--- config.mk ---
export PLATFORM = sky130hd
export DESIGN_NAME = stt_eval
export DESIGN_NICKNAME = d
export VERILOG_FILES = /design/src/design/stt_pkg.sv /design/src/design/stt_eval.sv
export SDC_FILE = /design/constraint.sdc
export NUM_CORES = 1
export LEC_CHECK = 0
export ABC_AREA = 1
export BUFFER_PORTS_ARGS = -buffer_cell sky130_fd_sc_hd__buf_2
export CORE_AREA = 2 2 155 157
export DETAILED_ROUTE_END_ITERATION = 10
export DIE_AREA = 0 0 157 159
export SYNTH_ARGS = -nofsm -noshare
export SYNTH_HDL_FRONTEND = slang
export SYNTH_SLANG_ARGS = --single-unit
export TNS_END_PERCENT = 10
--- constraint.sdc ---
create_clock -name vclk -period 1.4
set_input_delay 0.07 -clock vclk [all_inputs]
set_output_delay 0.07 -clock vclk [all_outputs]
set_load 0.01 [all_outputs]
--- src/design/stt_pkg.sv ---
`timescale 1ns / 1ps
// ----------------------------------------------------------------------------
// stt_pkg
// Shared types and constants for the search transposition table.
// ----------------------------------------------------------------------------
package stt_pkg;

    // Slot count; must be a power of two (slot = low hash bits).
    localparam int ENTRY_COUNT = 65536;
    localparam int IDX_W       = $clog2(ENTRY_COUNT);

    localparam logic ACT_PROBE = 1'b0;
    localparam logic ACT_STORE = 1'b1;

    localparam logic [1:0] KIND_EXACT = 2'd0;
    localparam logic [1:0] KIND_LOWER = 2'd1;
    localparam logic [1:0] KIND_UPPER = 2'd2;

    typedef logic [IDX_W-1:0] t_idx;

    // Packed LSB-first order on the wire: last member is lowest.
    typedef struct packed {
        logic [3:0]         promo_piece;
        logic [5:0]         to_square;
        logic [5:0]         from_square;
        logic [1:0]         bound_kind;
        logic signed [18:0] score_in;
        logic signed [18:0] beta_bound;
        logic signed [18:0] alpha_bound;
        logic [6:0]         search_depth;
        logic [63:0]        hash_key;
    } t_in_fields;

    localparam int IN_FIELDS_W = $bits(t_in_fields);
    localparam int IN_TDATA_W  = ((IN_FIELDS_W + 7) / 8) * 8;

    typedef struct packed {
        logic       action;
        t_in_fields f;
    } t_req;

    typedef struct packed {
        logic [3:0]         promo;
        logic [5:0]         to_sq;
        logic [5:0]         from_sq;
        logic [1:0]         kind;
        logic [6:0]         depth;
        logic signed [18:0] score;
        logic [63:0]        hash;
    } t_entry;

    localparam int ENTRY_W = $bits(t_entry);

    typedef struct packed {
        logic               was_written;
        logic [3:0]         best_promo;
        logic [5:0]         best_to;
        logic [5:0]         best_from;
        logic signed [18:0] score_out;
        logic               score_usable;
        logic               hash_match;
    } t_result;

    localparam int RESULT_W    = $bits(t_result);
    localparam int OUT_TDATA_W = ((RESULT_W + 7) / 8) * 8;

endpackage

--- src/design/stt_eval.sv ---
`timescale 1ns / 1ps
// ----------------------------------------------------------------------------
// stt_eval
// Hit check, replacement decision and probe cutoff evaluation for one slot.
// ----------------------------------------------------------------------------
module stt_eval (
    input  stt_pkg::t_req    i_req,
    input  stt_pkg::t_entry  i_entry,
    output stt_pkg::t_result o_result,
    output logic             o_wr_en,
    output stt_pkg::t_entry  o_wr_entry
);
    import stt_pkg::*;

    logic hit;
    logic replace;
    logic deep_enough;
    logic usable;

    assign hit         = (i_entry.hash == i_req.f.hash_key);
    assign replace     = !hit || (i_entry.depth <= i_req.f.search_depth);
    assign deep_enough = (i_entry.depth >= i_req.f.search_depth);

    always_comb begin
        unique case (i_entry.kind)
            KIND_EXACT: usable = deep_enough;
            KIND_LOWER: usable = deep_enough && (i_entry.score >= i_req.f.beta_bound);
            KIND_UPPER: usable = deep_enough && (i_entry.score <= i_req.f.alpha_bound);
            default:    usable = 1'b0;
        endcase
    end

    always_comb begin
        o_wr_entry.hash    = i_req.f.hash_key;
        o_wr_entry.score   = i_req.f.score_in;
        o_wr_entry.depth   = i_req.f.search_depth;
        o_wr_entry.kind    = i_req.f.bound_kind;
        o_wr_entry.from_sq = i_req.f.from_square;
        o_wr_entry.to_sq   = i_req.f.to_square;
        o_wr_entry.promo   = i_req.f.promo_piece;
    end

    always_comb begin
        o_result = '0;
        o_wr_en  = 1'b0;
        if (i_req.action == ACT_STORE) begin
            o_wr_en              = replace;
            o_result.was_written = replace;
        end else if (hit) begin
            o_result.hash_match = 1'b1;
            o_result.best_from  = i_entry.from_sq;
            o_result.best_to    = i_entry.to_sq;
            o_result.best_promo = i_entry.promo;
            if (usable) begin
                o_result.score_usable = 1'b1;
                o_result.score_out    = i_entry.score;
            end
        end
    end

endmodule

==> results.cfg <==
[finish]
finish.instance_area_um2 = 5980
nFlopsAndLatches = 0
fin_nets = 1139
diodes = 0
seqCellArea_um2 = 0
nFillCells = 2573
area_growth_pct = 75.3
clkbuf_count = 0
drive_gt1_share_pct = 60.7

[detailed_routing]
drc = 0
drt-initial-drc-count = 116
ant_nets = 0
via_count = 4109
viasPerCell = 3.56
wl_per_cell_um = 12.5
dr.pass1.iters = 4
wirelength_um = 14400

[worst_setup_path]
path_class = input port to output pin
cp_max_fo = 7
path_common_cell = nand3_2
cpPeakStageDelay_ps = 320
worstPathBufferInverterCount = 4
worstPathRequired_ps = 1330
cp-start-kind = input port
cp_top_family = simple AND/OR/NAND/NOR gates
cp.depth = 13
path_cells = buf_2 -> ha_1 -> buf_4 -> nand2_1 -> nor3_2 -> a41oi_1 -> nand3_2 -> nand3_2 -> nand2_2 -> nand2_4 -> buf_12 -> nor2_4 -> buf_6
critPathArrivalTime_ps = 1800
slowest_stage = ha_1
critPathCaptureType = output pin

[pwr]
design_power_total_mw = 1.65
max-vdd-ir-drop_uv = 143
powerDensity_nw_per_um2 = 275
leakage_nw = 3.33

[run]
maxCapViolations = 0

[grt]
grt_max_degree = 18
antenna_found_initial = 0
grt_pass1_wl_um = 21000
gr-total-overflow = 0
first_global_vias = 3950
grt_usage_pct = 10.6

[placed_design]
gp_congestion = 0.826
port_buffers = 328
dpl.hpwl_um = 13300
post_dp_cell_area_um2 = 5390

[clock_tree]
ctsHoldBuffers = 0

[sta]
holdWs_ps = 140
finalSetupViolCount = 39
worst_pin_slew_ps = 264
post-route-period-util_pct = 134
slew_headroom_pct = 82.3
fin_tns_setup_ps = -11070
finalWorstSetupSlack_ps = -470
fmax_mhz = 535
finalCriticalPeriod_ps = 1870
finalMaxSlewViolations = 0
hold_viol = 0
rsz0062_at_grt = true

[logic_synthesis]
synth_top_family_by_area = buffers and inverters
synth_top_area_cell = buf_4
synthSimpleGateAreaFrac_pct = 27.6
synth_adder_area_share_pct = 17.6
synth_compound_area_share_pct = 3.52
synth-seq-area-share_pct = 0
synth_area_leaders = buf_4, ha_1, inv_1
syn_avg_cell_area_um2 = 6.11
synth_top_area_share_pct = 24.0
synth_mux_area_share_pct = 0
yosys_warnings = 0
synth.distinct_cells = 26
syn_area_um2 = 3410
synth_nets = 861
synth_xor_area_share_pct = 13.6
syn_inst = 558

[floorplanning]
die_h_um = 159
core_um2 = 23200
initial_utilization_pct = 14.7
dieArea_um2 = 25000
io_pins = 402
die_x_um = 157
rows = 56

[run_status]
status = finished, violations left
violations = setup timing

[worst_hold_path]
hold_class = input port to output pin
holdPathStages = 0
through the flow:
step | setup WS [ps] | std cells | utilization (%)
after CTS | -485 | 1151 | 25.1
after global routing | -611 | 1153 | 25.8
after global placement | -878 | 1148 | 23.2
after floorplan | -80.1 | 558 | -
after detailed placement | -867 | 1148 | 23.2
final | -470 | 1153 | 25.8
report_power, final:
group	switching (mW)	internal (mW)	total [mW]
Clock	0	0	0
Sequential	0	0	0
Combinational	0.788	0.858	1.65
Total	0.788	0.858	1.65
synth_stat cells, types with 2 or more instances:
| master | instances |
|---|---|
| a21o_1 | 2 |
| a21oi_1 | 14 |
| buf_4 | 109 |
| buf_6 | 2 |
| ha_1 | 48 |
| inv_1 | 116 |
| nand2_1 | 82 |
| nand2_2 | 2 |
| nand3_1 | 8 |
| nand4_1 | 19 |
| nor2_1 | 62 |
| nor2_2 | 21 |
| nor2_4 | 2 |
| nor3_1 | 5 |
| o21ai_0 | 2 |
| or2_1 | 3 |
| xnor2_1 | 49 |
| xor2_1 | 4 |
cell usage in the layout, fill, tap and decap left out, drive strengths merged:
cell    netlist  layout
buf         111     388
xnor2        49      49
nand2        84      84
nand3         8       8
nor3b         1       1
or2           4       4
nor3          5       5
o21ai         2       2
ha           48      48
nand3b        1       1
a21o          2       2
xor2          4       4
nand4        19      19
a31o          1       1
a21oi        14      14
nor2         85      85
a211oi        1       1
inv         117     117
a41oi         1       1
cell type report:
| cell class | count | area, um^2 | area share (%) |
|---|---|---|---|
| multi-input combinational | 329 | 2770 | 46.3 |
| timing repair buffer | 388 | 2350 | 39.2 |
| inverter | 117 | 464 | 7.76 |
| tap | 319 | 399 | 6.67 |
what timing repair did:
item / in CTS / in global routing
gates resized for setup: 78 / 29
pin swaps: 33 / 30
setup buffers: 2 / 2
gates cloned: 1 / 0
setup endpoints to repair: 39 / 39
path summary, 6_finish.rpt:
path	startpoint	endpoint	slack [ps]
max	i_entry[67]	o_result[18]	-470
min	i_req[142]	o_wr_entry[104]	140
logic make-up (layout without fill, tap and decap cells):
logic type	count (synthesis)	in the layout
compound gates	21	21
xor+xnor	53	53
fa+ha+maj	48	48
buf+inv	229	505
simple gates	207	207
layer usage:
metal  track usage [%]  share of wire, %  vias to the layer above  wire length (um)
met4             0.417              0.47                        0                68
li1                  -                 -                     2128                 -
met3              1.28               6.3                        8               916
met1              12.5                39                     1800              5670
met5                 0                 0                        -                 0
met2              21.0                54                      173              7790
(Power assumes the default switching activity.)
